`src/rtl/dtar_pkg.sv`:
```
// Shared codes, register indexes and reset values for the trip and auto-reclose sequencer.
`default_nettype none

package dtar_pkg;

	// Operation codes carried by each input request.
	localparam logic [1:0] OP_TICK   = 2'd0;
	localparam logic [1:0] OP_INJECT = 2'd1;
	localparam logic [1:0] OP_CLEAR  = 2'd2;
	localparam logic [1:0] OP_RESET  = 2'd3;

	// Reclose status codes.
	localparam logic [1:0] RC_READY    = 2'd0;
	localparam logic [1:0] RC_PROGRESS = 2'd1;
	localparam logic [1:0] RC_RECLOSED = 2'd2;
	localparam logic [1:0] RC_LOCKOUT  = 2'd3;

	// Configuration register indexes.
	localparam logic [2:0] REG_ZONE_ONE   = 3'd0;
	localparam logic [2:0] REG_ZONE_TWO   = 3'd1;
	localparam logic [2:0] REG_ZONE_THREE = 3'd2;
	localparam logic [2:0] REG_ZONE_FOUR  = 3'd3;
	localparam logic [2:0] REG_RECL_EN    = 3'd4;
	localparam logic [2:0] REG_RECL_LIMIT = 3'd5;
	localparam logic [2:0] REG_DEAD       = 3'd6;
	localparam logic [2:0] REG_RECLAIM    = 3'd7;

	// Configuration reset values.
	localparam logic [15:0] ZONE_ONE_RST    = 16'd0;
	localparam logic [15:0] ZONE_TWO_RST    = 16'd400;
	localparam logic [15:0] ZONE_THREE_RST  = 16'd800;
	localparam logic [15:0] ZONE_FOUR_RST   = 16'd1200;
	localparam logic        RECL_EN_RST     = 1'b1;
	localparam logic [3:0]  RECL_LIMIT_RST  = 4'd1;
	localparam logic [15:0] DEAD_RST        = 16'd1000;
	localparam logic [15:0] RECLAIM_RST     = 16'd5000;

	// Fixed timing and counting limits.
	localparam logic [15:0] PERSIST_MS  = 16'd100;
	localparam logic [3:0]  ATTEMPT_MAX = 4'd15;

	// Zone numbers.
	localparam logic [2:0] ZONE_NONE  = 3'd0;
	localparam logic [2:0] ZONE_ONE   = 3'd1;
	localparam logic [2:0] ZONE_TWO   = 3'd2;
	localparam logic [2:0] ZONE_THREE = 3'd3;
	localparam logic [2:0] ZONE_FOUR  = 3'd4;

	// Default width of the stored time stamp.
	localparam int TIME_BITS_DEF = 32;

endpackage

`default_nettype wire

```
`src/rtl/distance_trip_autoreclose_sequencer.sv`:
```
// Distance-relay trip and auto-reclose sequencer: input stage, sequence logic, result register.
`default_nettype none

// Channel   | Direction | Handshake              | Payload
// ----------+-----------+------------------------+------------------------------------------
// input     | in        | in_valid / in_ready    | operation, fault_zone_in, time_now
// result    | out       | out_valid / out_ready  | seq_state, trip_out, operate_zone,
//           |           |                        | reclose_status, accepted, fault_flag,
//           |           |                        | attempts_used
// config    | in        | cfg_valid / cfg_ready  | cfg_index, cfg_data
//
// Every input request passes through the input register, then through the sequence logic
// into the result register. One request is accepted per cycle while the result is not
// stalled; the sequence state is read and written in the same cycle as the result
// register is loaded.
// Reset (arst_n low) returns the sequence to idle and the configuration to its defaults.
// A stalled result holds the result register and then the input register; a new request
// is taken whenever the input register is empty or moves on in the same cycle.

module distance_trip_autoreclose_sequencer
	import dtar_pkg::*;
#(
	parameter int TIME_BITS = TIME_BITS_DEF
) (
	input  wire logic        clk,
	input  wire logic        arst_n,

	input  wire logic        in_valid,
	output logic             in_ready,
	input  wire logic [1:0]  operation,
	input  wire logic [2:0]  fault_zone_in,
	input  wire logic [31:0] time_now,

	output logic             out_valid,
	input  wire logic        out_ready,
	output logic [2:0]       seq_state,
	output logic             trip_out,
	output logic [2:0]       operate_zone,
	output logic [1:0]       reclose_status,
	output logic             accepted,
	output logic             fault_flag,
	output logic [3:0]       attempts_used,

	input  wire logic        cfg_valid,
	output logic             cfg_ready,
	input  wire logic [2:0]  cfg_index,
	input  wire logic [15:0] cfg_data
);

	// Sequence phases; the code doubles as the reported state.
	typedef enum logic [2:0] {
		PH_IDLE     = 3'd0,
		PH_STARTED  = 3'd1,
		PH_TRIPPED  = 3'd2,
		PH_DEAD     = 3'd3,
		PH_SYNC     = 3'd4,
		PH_RECLOSED = 3'd5,
		PH_LOCKOUT  = 3'd6
	} phase_t;

	// Configuration registers. The user must write them only while the block is idle, so
	// that no request in flight sees a change; the block itself does not enforce this.
	logic [15:0] zone_one_q, zone_two_q, zone_three_q, zone_four_q;
	logic        recl_en_q;
	logic [3:0]  recl_limit_q;
	logic [15:0] dead_q, reclaim_q;

	// Input register stage.
	logic           valid_s1;
	logic [1:0]     op_s1;
	logic [2:0]     zone_s1;
	logic [31:0]    time_s1;

	// Sequence state.
	phase_t                 phase_q;
	logic [2:0]             zone_held_q;
	logic                   fault_q;
	logic [TIME_BITS-1:0]   entry_time_q;
	logic [3:0]             attempt_q;
	logic                   trip_q;
	logic [1:0]             recl_code_q;

	// Result register.
	logic        out_valid_q;
	logic        accepted_q;

	// Next-state values computed from the request in the input stage.
	phase_t                 phase_d;
	logic [2:0]             zone_held_d;
	logic                   fault_d;
	logic [TIME_BITS-1:0]   entry_time_d;
	logic [3:0]             attempt_d;
	logic                   trip_d;
	logic [1:0]             recl_code_d;
	logic                   accepted_d;

	logic                   advance;
	logic [TIME_BITS-1:0]   now_w;
	logic [TIME_BITS-1:0]   elapsed;
	logic [15:0]            trip_delay;
	logic [2:0]             zone_norm;

	// The request in the input stage moves on when the result register is free or is
	// being emptied in this cycle.
	assign advance   = valid_s1 && (!out_valid_q || out_ready);
	assign in_ready  = !valid_s1 || advance;
	assign cfg_ready = 1'b1;

	// The time stamp is kept modulo 2^TIME_BITS, so elapsed time is a plain wrapping
	// difference compared as an unsigned number.
	assign now_w   = TIME_BITS'(time_s1);
	assign elapsed = now_w - entry_time_q;

	// Trip delay of the zone held; a zone outside 1..4 takes the zone two delay.
	always_comb begin
		case (zone_held_q)
			ZONE_ONE:   trip_delay = zone_one_q;
			ZONE_TWO:   trip_delay = zone_two_q;
			ZONE_THREE: trip_delay = zone_three_q;
			ZONE_FOUR:  trip_delay = zone_four_q;
			default:    trip_delay = zone_two_q;
		endcase
	end

	// An injected zone outside 1..4 is taken as zone one.
	assign zone_norm = ((zone_s1 >= ZONE_ONE) && (zone_s1 <= ZONE_FOUR)) ? zone_s1 : ZONE_ONE;

	// Sequence transitions for one request.
	always_comb begin
		phase_d      = phase_q;
		zone_held_d  = zone_held_q;
		fault_d      = fault_q;
		entry_time_d = entry_time_q;
		attempt_d    = attempt_q;
		trip_d       = trip_q;
		recl_code_d  = recl_code_q;
		accepted_d   = 1'b1;
		case (op_s1)
			OP_TICK: begin
				case (phase_q)
					PH_STARTED: begin
						// Pickup: trip once the zone delay has run out.
						if (elapsed >= TIME_BITS'(trip_delay)) begin
							trip_d       = 1'b1;
							phase_d      = PH_TRIPPED;
							entry_time_d = now_w;
						end
					end
					PH_TRIPPED: begin
						// Start a reclose attempt if allowed, otherwise lock out.
						if (recl_en_q && (attempt_q < recl_limit_q)) begin
							phase_d      = PH_DEAD;
							entry_time_d = now_w;
							recl_code_d  = RC_PROGRESS;
						end else begin
							phase_d = PH_LOCKOUT;
						end
					end
					PH_DEAD: begin
						if (elapsed >= TIME_BITS'(dead_q)) begin
							phase_d      = PH_SYNC;
							entry_time_d = now_w;
						end
					end
					PH_SYNC: begin
						// The synchronism check passes at once and the breaker recloses.
						if (attempt_q != ATTEMPT_MAX) begin
							attempt_d = attempt_q + 4'd1;
						end
						phase_d      = PH_RECLOSED;
						entry_time_d = now_w;
						recl_code_d  = RC_RECLOSED;
					end
					PH_RECLOSED: begin
						if (fault_q && (elapsed >= TIME_BITS'(PERSIST_MS))) begin
							// Fault persists after reclosing: final trip.
							trip_d       = 1'b1;
							phase_d      = PH_LOCKOUT;
							entry_time_d = now_w;
							recl_code_d  = RC_LOCKOUT;
						end else if (!fault_q && (elapsed >= TIME_BITS'(reclaim_q))) begin
							// Reclaim time passed without a fault: sequence complete.
							trip_d      = 1'b0;
							recl_code_d = RC_READY;
							phase_d     = PH_IDLE;
							attempt_d   = 4'd0;
						end
					end
					default: begin
					end
				endcase
			end
			OP_INJECT: begin
				if (phase_q != PH_IDLE) begin
					accepted_d = 1'b0;
				end else begin
					fault_d      = 1'b1;
					zone_held_d  = zone_norm;
					phase_d      = PH_STARTED;
					entry_time_d = now_w;
					attempt_d    = 4'd0;
				end
			end
			OP_CLEAR: begin
				fault_d = 1'b0;
			end
			default: begin
				// Full reset keeps only the time stamp.
				fault_d     = 1'b0;
				phase_d     = PH_IDLE;
				zone_held_d = ZONE_NONE;
				attempt_d   = 4'd0;
				trip_d      = 1'b0;
				recl_code_d = RC_READY;
			end
		endcase
	end

	// Configuration writes.
	always_ff @(posedge clk or negedge arst_n) begin
		if (!arst_n) begin
			zone_one_q   <= ZONE_ONE_RST;
			zone_two_q   <= ZONE_TWO_RST;
			zone_three_q <= ZONE_THREE_RST;
			zone_four_q  <= ZONE_FOUR_RST;
			recl_en_q    <= RECL_EN_RST;
			recl_limit_q <= RECL_LIMIT_RST;
			dead_q       <= DEAD_RST;
			reclaim_q    <= RECLAIM_RST;
		end else if (cfg_valid && cfg_ready) begin
			case (cfg_index)
				REG_ZONE_ONE:   zone_one_q   <= cfg_data;
				REG_ZONE_TWO:   zone_two_q   <= cfg_data;
				REG_ZONE_THREE: zone_three_q <= cfg_data;
				REG_ZONE_FOUR:  zone_four_q  <= cfg_data;
				REG_RECL_EN:    recl_en_q    <= cfg_data[0];
				REG_RECL_LIMIT: recl_limit_q <= cfg_data[3:0];
				REG_DEAD:       dead_q       <= cfg_data;
				REG_RECLAIM:    reclaim_q    <= cfg_data;
				default: begin
				end
			endcase
		end
	end

	// Input register: control bit under reset, payload loaded on acceptance.
	always_ff @(posedge clk or negedge arst_n) begin
		if (!arst_n) begin
			valid_s1 <= 1'b0;
		end else if (in_ready) begin
			valid_s1 <= in_valid;
		end
	end

	always_ff @(posedge clk) begin
		if (in_valid && in_ready) begin
			op_s1   <= operation;
			zone_s1 <= fault_zone_in;
			time_s1 <= time_now;
		end
	end

	// Sequence state, result valid and the accepted flag of the result.
	always_ff @(posedge clk or negedge arst_n) begin
		if (!arst_n) begin
			phase_q      <= PH_IDLE;
			zone_held_q  <= ZONE_NONE;
			fault_q      <= 1'b0;
			entry_time_q <= '0;
			attempt_q    <= 4'd0;
			trip_q       <= 1'b0;
			recl_code_q  <= RC_READY;
			out_valid_q  <= 1'b0;
			accepted_q   <= 1'b0;
		end else begin
			if (advance) begin
				phase_q      <= phase_d;
				zone_held_q  <= zone_held_d;
				fault_q      <= fault_d;
				entry_time_q <= entry_time_d;
				attempt_q    <= attempt_d;
				trip_q       <= trip_d;
				recl_code_q  <= recl_code_d;
				out_valid_q  <= 1'b1;
				accepted_q   <= accepted_d;
			end else if (out_ready) begin
				out_valid_q <= 1'b0;
			end
		end
	end

	// The state registers double as the result register: they change only when a new
	// result is loaded.
	assign out_valid      = out_valid_q;
	assign seq_state      = phase_q;
	assign trip_out       = trip_q;
	assign operate_zone   = zone_held_q;
	assign reclose_status = recl_code_q;
	assign accepted       = accepted_q;
	assign fault_flag     = fault_q;
	assign attempts_used  = attempt_q;

	// Idle always means the trip is released and reclose is ready.
	assert property (@(posedge clk) disable iff (!arst_n)
		(phase_q == PH_IDLE) |-> (!trip_q && (recl_code_q == RC_READY)))
	else $error("idle phase with trip or reclose status left set");

	// Reclosed is only entered through the sync check, which counts an attempt.
	assert property (@(posedge clk) disable iff (!arst_n)
		(phase_q == PH_RECLOSED) |-> (attempt_q != 4'd0))
	else $error("reclosed phase with no attempt counted");

	// The sequence state moves only with a request leaving the input stage.
	assert property (@(posedge clk) disable iff (!arst_n)
		!advance |=> ($stable(phase_q) && $stable(entry_time_q) && $stable(attempt_q)))
	else $error("sequence state changed without a request");

	// A result being held must not be overwritten by the next request.
	assert property (@(posedge clk) disable iff (!arst_n)
		(out_valid_q && !out_ready) |-> !advance)
	else $error("stalled result overwritten");

endmodule

`default_nettype wire

```
`config.mk`:
```
export PLATFORM = sky130hd
export DESIGN_NAME = distance_trip_autoreclose_sequencer
export DESIGN_NICKNAME = d
export VERILOG_FILES = /design/src/rtl/dtar_pkg.sv /design/src/rtl/distance_trip_autoreclose_sequencer.sv
export SDC_FILE = /design/constraint.sdc
export NUM_CORES = 1
export LEC_CHECK = 0
export ABC_AREA = 1
export BUFFER_PORTS_ARGS = -buffer_cell sky130_fd_sc_hd__buf_2
export CAP_MARGIN = 20
export CELL_PAD_IN_SITES_DETAIL_PLACEMENT = 1
export CELL_PAD_IN_SITES_GLOBAL_PLACEMENT = 1
export CORE_MARGIN = 1.5
export CORE_UTILIZATION = 41
export CTS_CLUSTER_DIAMETER = 100
export CTS_CLUSTER_SIZE = 30
export DETAILED_ROUTE_END_ITERATION = 16
export PLACE_DENSITY = 0.78
export RECOVER_POWER = 50
export SLEW_MARGIN = 20
export SYNTH_ARGS = -nofsm -noshare
export SYNTH_HDL_FRONTEND = slang
export SYNTH_SLANG_ARGS = --single-unit
```
`constraint.sdc`:
```
create_clock -name clk -period 3.33 [get_ports clk]
set_input_delay 0.666 -clock clk [delete_from_list [all_inputs] [get_ports clk]]
set_output_delay 0.666 -clock clk [all_outputs]
set_load 0.005 [all_outputs]
```
==> flow_summary.html <==
<table>
<tr><th>Metric</th><th>Value</th></tr>
<tr><th colspan="2">Critical path</th></tr>
<tr><td>Worst R2R Start</td><td>now_w[3]</td></tr>
<tr><td>Worst reg2reg path depth</td><td>21</td></tr>
<tr><td>Sort of element at the start of the critical path</td><td>register</td></tr>
<tr><td>Internal reg-to-reg setup slack</td><td>-470 ps</td></tr>
<tr><td>Worst path arrival time</td><td>4160 ps</td></tr>
<tr><td>Largest stage delay on the critical path</td><td>490 ps</td></tr>
<tr><td>Most used cell, CP</td><td>nand2_1</td></tr>
<tr><td>Classification of the worst setup path</td><td>reg -&gt; reg</td></tr>
<tr><td>Endpoint kind of the worst setup timing path</td><td>register</td></tr>
<tr><td>Critical Path RT</td><td>3690 ps</td></tr>
<tr><td>RR Endpoint</td><td>entry_time_q[2]</td></tr>
<tr><td>Crit-path cells</td><td>ha_4 &gt; nand2_4 &gt; buf_4 &gt; nor2_2 &gt; nand2_1 &gt; nand2_2 &gt; nand2_1 &gt; nand2_1 &gt; xor2_2 &gt; buf_6 &gt; ha_1 &gt; a21oi_2 &gt; o2111ai_4 &gt; a21oi_4 &gt; nand3_2 &gt; nand3_2 &gt; nor2_4 &gt; buf_12 &gt; buf_16 &gt; nand3_1 &gt; nand2_1</td></tr>
<tr><td>Highest-delay cell along the critical path</td><td>edfxtp_1</td></tr>
<tr><td>Max Fanout on Critical Path</td><td>7</td></tr>
<tr><th colspan="2">Drt</th></tr>
<tr><td>Antenna Nets Post-Route</td><td>0</td></tr>
<tr><td>Detailed-route wire length</td><td>43700 um</td></tr>
<tr><td>DRC violation count after routing</td><td>0</td></tr>
<tr><td>Vias post-DR</td><td>11700</td></tr>
<tr><td>Router iterations before antenna repair</td><td>5</td></tr>
<tr><td>WL per Instance</td><td>19.9 um</td></tr>
<tr><td>Via density per instance</td><td>5.34</td></tr>
<tr><td>Violation count after the first detailed-routing iteration</td><td>857</td></tr>
<tr><th colspan="2">Placed design</th></tr>
<tr><td>Final estimated routing congestion in global placement</td><td>0.910</td></tr>
<tr><td>Number of buffers inserted by port buffering</td><td>77</td></tr>
<tr><td>Placed cell areas</td><td>13200 um^2</td></tr>
<tr><td>Half-perimeter wire length of the detailed placement result</td><td>26400 um</td></tr>
<tr><th colspan="2">Global route</th></tr>
<tr><td>Via count of the first global-routing pass</td><td>12000</td></tr>
<tr><td>Congestion Overflow GR</td><td>0</td></tr>
<tr><td>Number of antenna violations at the first check in global routing</td><td>0</td></tr>
<tr><td>Wire length of the first global-routing pass</td><td>62800 um</td></tr>
<tr><td>Global-route usage over all layers</td><td>0.276</td></tr>
<tr><td>Largest net degree at the start of global routing</td><td>96</td></tr>
<tr><th colspan="2">Status</th></tr>
<tr><td>Outcome</td><td>finished, violations left</td></tr>
<tr><td>Violations in the final reports</td><td>max-capacitance violations, max-slew violations, negative setup slack</td></tr>
<tr><th colspan="2">Yosys</th></tr>
<tr><td>Post-Synth Adder-Cell Area</td><td>0.0946</td></tr>
<tr><td>Synthesized instance count</td><td>1600</td></tr>
<tr><td>Fraction of the mapped netlist area in compound gates</td><td>0.0822</td></tr>
<tr><td>Main combinational cell family by area after synthesis</td><td>simple AND/OR/NAND/NOR gates</td></tr>
<tr><td>Async set or reset register ratio after synthesis</td><td>0.802</td></tr>
<tr><td>Most area-hungry cell type in the Yosys netlist</td><td>dfrtp_1</td></tr>
<tr><td>Syn nets</td><td>1749</td></tr>
<tr><td>Synthesized flop and latch total</td><td>187</td></tr>
<tr><td>Simple-gate portion of the synthesized area</td><td>0.292</td></tr>
<tr><td>Mean area per synthesized cell</td><td>7.33 um^2</td></tr>
<tr><td>YS warnings</td><td>0</td></tr>
<tr><td>Leading register cell type out of synthesis</td><td>dfrtp_1</td></tr>
<tr><td>Unique cell type count in the Yosys netlist</td><td>42</td></tr>
<tr><td>Xor-xnor portion of the synthesized cell area</td><td>0.0127</td></tr>
<tr><td>Number of synthesized flops with an enable pin</td><td>37</td></tr>
<tr><td>Portion of the post-synthesis area used by sequential elements</td><td>0.417</td></tr>
<tr><td>Share of synthesized area spent on multiplexers</td><td>0</td></tr>
<tr><td>Netlist area before placement</td><td>11700 um^2</td></tr>
<tr><td>Synth area leaders</td><td>dfrtp_1 (27%), nand2_1 (18%), edfxtp_1 (9.5%)</td></tr>
<tr><td>Area fraction of the dominant cell type after synthesis</td><td>0.271</td></tr>
<tr><th colspan="2">Die</th></tr>
<tr><td>Total Die Area</td><td>29600 um^2</td></tr>
<tr><td>Starting density of the core</td><td>0.420</td></tr>
<tr><td>Die boundary width</td><td>172 um</td></tr>
<tr><td>Height of the die</td><td>172 um</td></tr>
<tr><td>Number of placement rows</td><td>61</td></tr>
<tr><td>Area of the core</td><td>27900 um^2</td></tr>
<tr><td>Number of primary I/O pins</td><td>79</td></tr>
<tr><th colspan="2">Power and ir drop</th></tr>
<tr><td>Total power per unit cell area</td><td>1010 nW/um^2</td></tr>
<tr><td>Worst IR drop on VDD</td><td>0.443 mV</td></tr>
<tr><td>Static Leakage</td><td>7.74 nW</td></tr>
<tr><th colspan="2">Layout</th></tr>
<tr><td>Net count of the finished layout</td><td>1951</td></tr>
<tr><td>Commonest cells after routing, fill and taps aside</td><td>nand2_1 (505), inv_1 (244), dfrtp_1 (127)</td></tr>
<tr><td>Antenna cells</td><td>0</td></tr>
<tr><td>Final Util</td><td>0.552</td></tr>
<tr><td>Fraction of final layout cells with drive strength greater than 1</td><td>0.272</td></tr>
<tr><td>Leading cell type in the layout, fill and taps excluded</td><td>nand2_1</td></tr>
<tr><td>Final std cell area, no fill</td><td>15400 um^2</td></tr>
<tr><td>Area delta synth-&gt;final</td><td>31.5%</td></tr>
<tr><th colspan="2">STA</th></tr>
<tr><td>Share of the cycle needed by the critical path after routing</td><td>1.14</td></tr>
<tr><td>Normalized max-slew margin</td><td>-0.110</td></tr>
<tr><td>Achievable Freq</td><td>263 MHz</td></tr>
<tr><td>Clock Skews</td><td>14.0 ps</td></tr>
<tr><td>Tmin final</td><td>3800 ps</td></tr>
<tr><td>Number of max-slew violations in the final report</td><td>28</td></tr>
<tr><td>Setup repair after global routing missed its margin</td><td>true</td></tr>
<tr><td>Tightest Pin Transition</td><td>1670 ps</td></tr>
<tr><td>Final Setup Violations</td><td>42</td></tr>
<tr><td>Slack of the critical path</td><td>-474 ps</td></tr>
<tr><td>Number of hold violations in the final report</td><td>0</td></tr>
<tr><th colspan="2">Hold path</th></tr>
<tr><td>HP Class</td><td>in -&gt; reg</td></tr>
<tr><td>Start point of the worst hold path</td><td>fault_zone_in[1]</td></tr>
<tr><td>Worst hold path depth</td><td>1</td></tr>
<tr><td>Hold EP</td><td>zone_s1[1]</td></tr>
<tr><th colspan="2">Clocking</th></tr>
<tr><td>H-tree levels</td><td>4</td></tr>
<tr><td>Clock root cell</td><td>clkbuf_16</td></tr>
<tr><td>Clock Pin Slew Worst Setup and Hold Paths</td><td>90 ps</td></tr>
<tr><td>Number of sinks on the clock net</td><td>187</td></tr>
<tr><td>Later-pin clock latency in the skew report</td><td>470 ps</td></tr>
<tr><td>Clock buffer depth</td><td>2</td></tr>
<tr><td>TritonCTS clock tree</td><td>yes</td></tr>
<tr><td>Cts bufs inserted</td><td>17</td></tr>
<tr><th colspan="2">Flow run</th></tr>
<tr><td># Max-Cap Violations</td><td>1</td></tr>
</table>
[power breakdown]
part           internal [mW]  switching (mW)
registers               2.87           0.346
clock network           1.15            1.10
logic                   4.09            5.98
total                   8.12            7.42
[how the worst max path moves through the flow]
stage,start,cells after the start,slack (ps),end
5_1_grt,now_w[3],21,-560,entry_time_q[2]
2_1_floorplan,operate_zone[1],28,90,entry_time_q[31]
4_1_cts,now_w[1],21,-80,entry_time_q[17]
3_5_place_dp,now_w[3],19,-350,reclose_status[1]
6_report,now_w[3],21,-470,entry_time_q[2]
3_3_place_gp,now_w[3],21,-280,reclose_status[1]
[cells by family (layout without fill, tap and decap cells)]
| kind of cell | count (synthesis) | in the layout |
|---|---|---|
| DFF | 187 | 187 |
| other | 1 | 1 |
| and+or+nand+nor | 822 | 825 |
| AOI/OAI and AO/OA | 184 | 184 |
| adders and majority gates | 88 | 88 |
| xor gates and xnor gates | 17 | 17 |
| buffers and inverters | 301 | 513 |
[area by class of cell]
cell class	instances	area [um^2]
clock buffer	17	425
sequential	187	4890
multi-input combinational	1115	6770
inverter	266	1000
timing repair buffer	215	1650
clock inverter	15	203
tap	378	473
fill	3436	12500
[flip-flops by register name, indices dropped and copies added (netlist names)]
name / flops
entry_time_q: 32
now_w: 32
dead_q: 16
reclaim_q: 16
zone_four_q: 16
zone_one_q: 16
zone_three_q: 16
zone_two_q: 16
attempts_used: 4
recl_limit_q: 4
operate_zone: 3
seq_state: 3
zone_s1: 3
op_s1: 2
reclose_status: 2
accepted: 1
fault_flag: 1
out_valid: 1
recl_en_q: 1
trip_out: 1
valid_s1: 1
[synthesized netlist by cell type (all sizes together), types with 11 or more instances]
cell type,number
a21oi,41
buf,11
clkbuf,24
dfrtp,127
dfstp,23
edfxtp,37
ha,87
inv,266
nand2,584
nand3,81
nand4,31
nor2,96
nor3,15
o21ai,126
xor2,12
[stage by stage]
step	worst slack, ps	hold WS (ps)	power (mW)	instances	TNS [ps]
floorplan	88.0	370	7.50	1600	0
global placement	-282	454	9.90	2110	-7100
detailed placement	-349	459	10.3	2110	-10550
CTS	-84.0	72.5	13.7	2175	-2380
global route	-558	353	16.5	2193	-20150
finish	-474	365	15.5	2193	-17070
[worst max-delay path: cells and delay by family (launching register included)]
kind,cells,cell delay (ps)
flip-flops,1,490
XOR/XNOR,1,200
buffers and inverters,4,610
AO/OA/AOI/OAI,3,650
AND/OR/NAND/NOR,11,1120
adder cells (fa/ha/maj),2,620
[metal layers]
metal	global-route usage	share of wire	wire, um
met1	0.373	0.43	19000
met2	0.456	0.48	21100
met3	0.0339	0.045	1960
met4	0.0953	0.040	1730
met5	0	0	0
[timing repair]
item	CTS	global route
setup buffers	28	16
pin swaps	48	84
setup endpoints to repair	42	42
cloned	7	1
resized for setup	121	133
hold buffers	0	0
(Power assumes the default switching activity.)
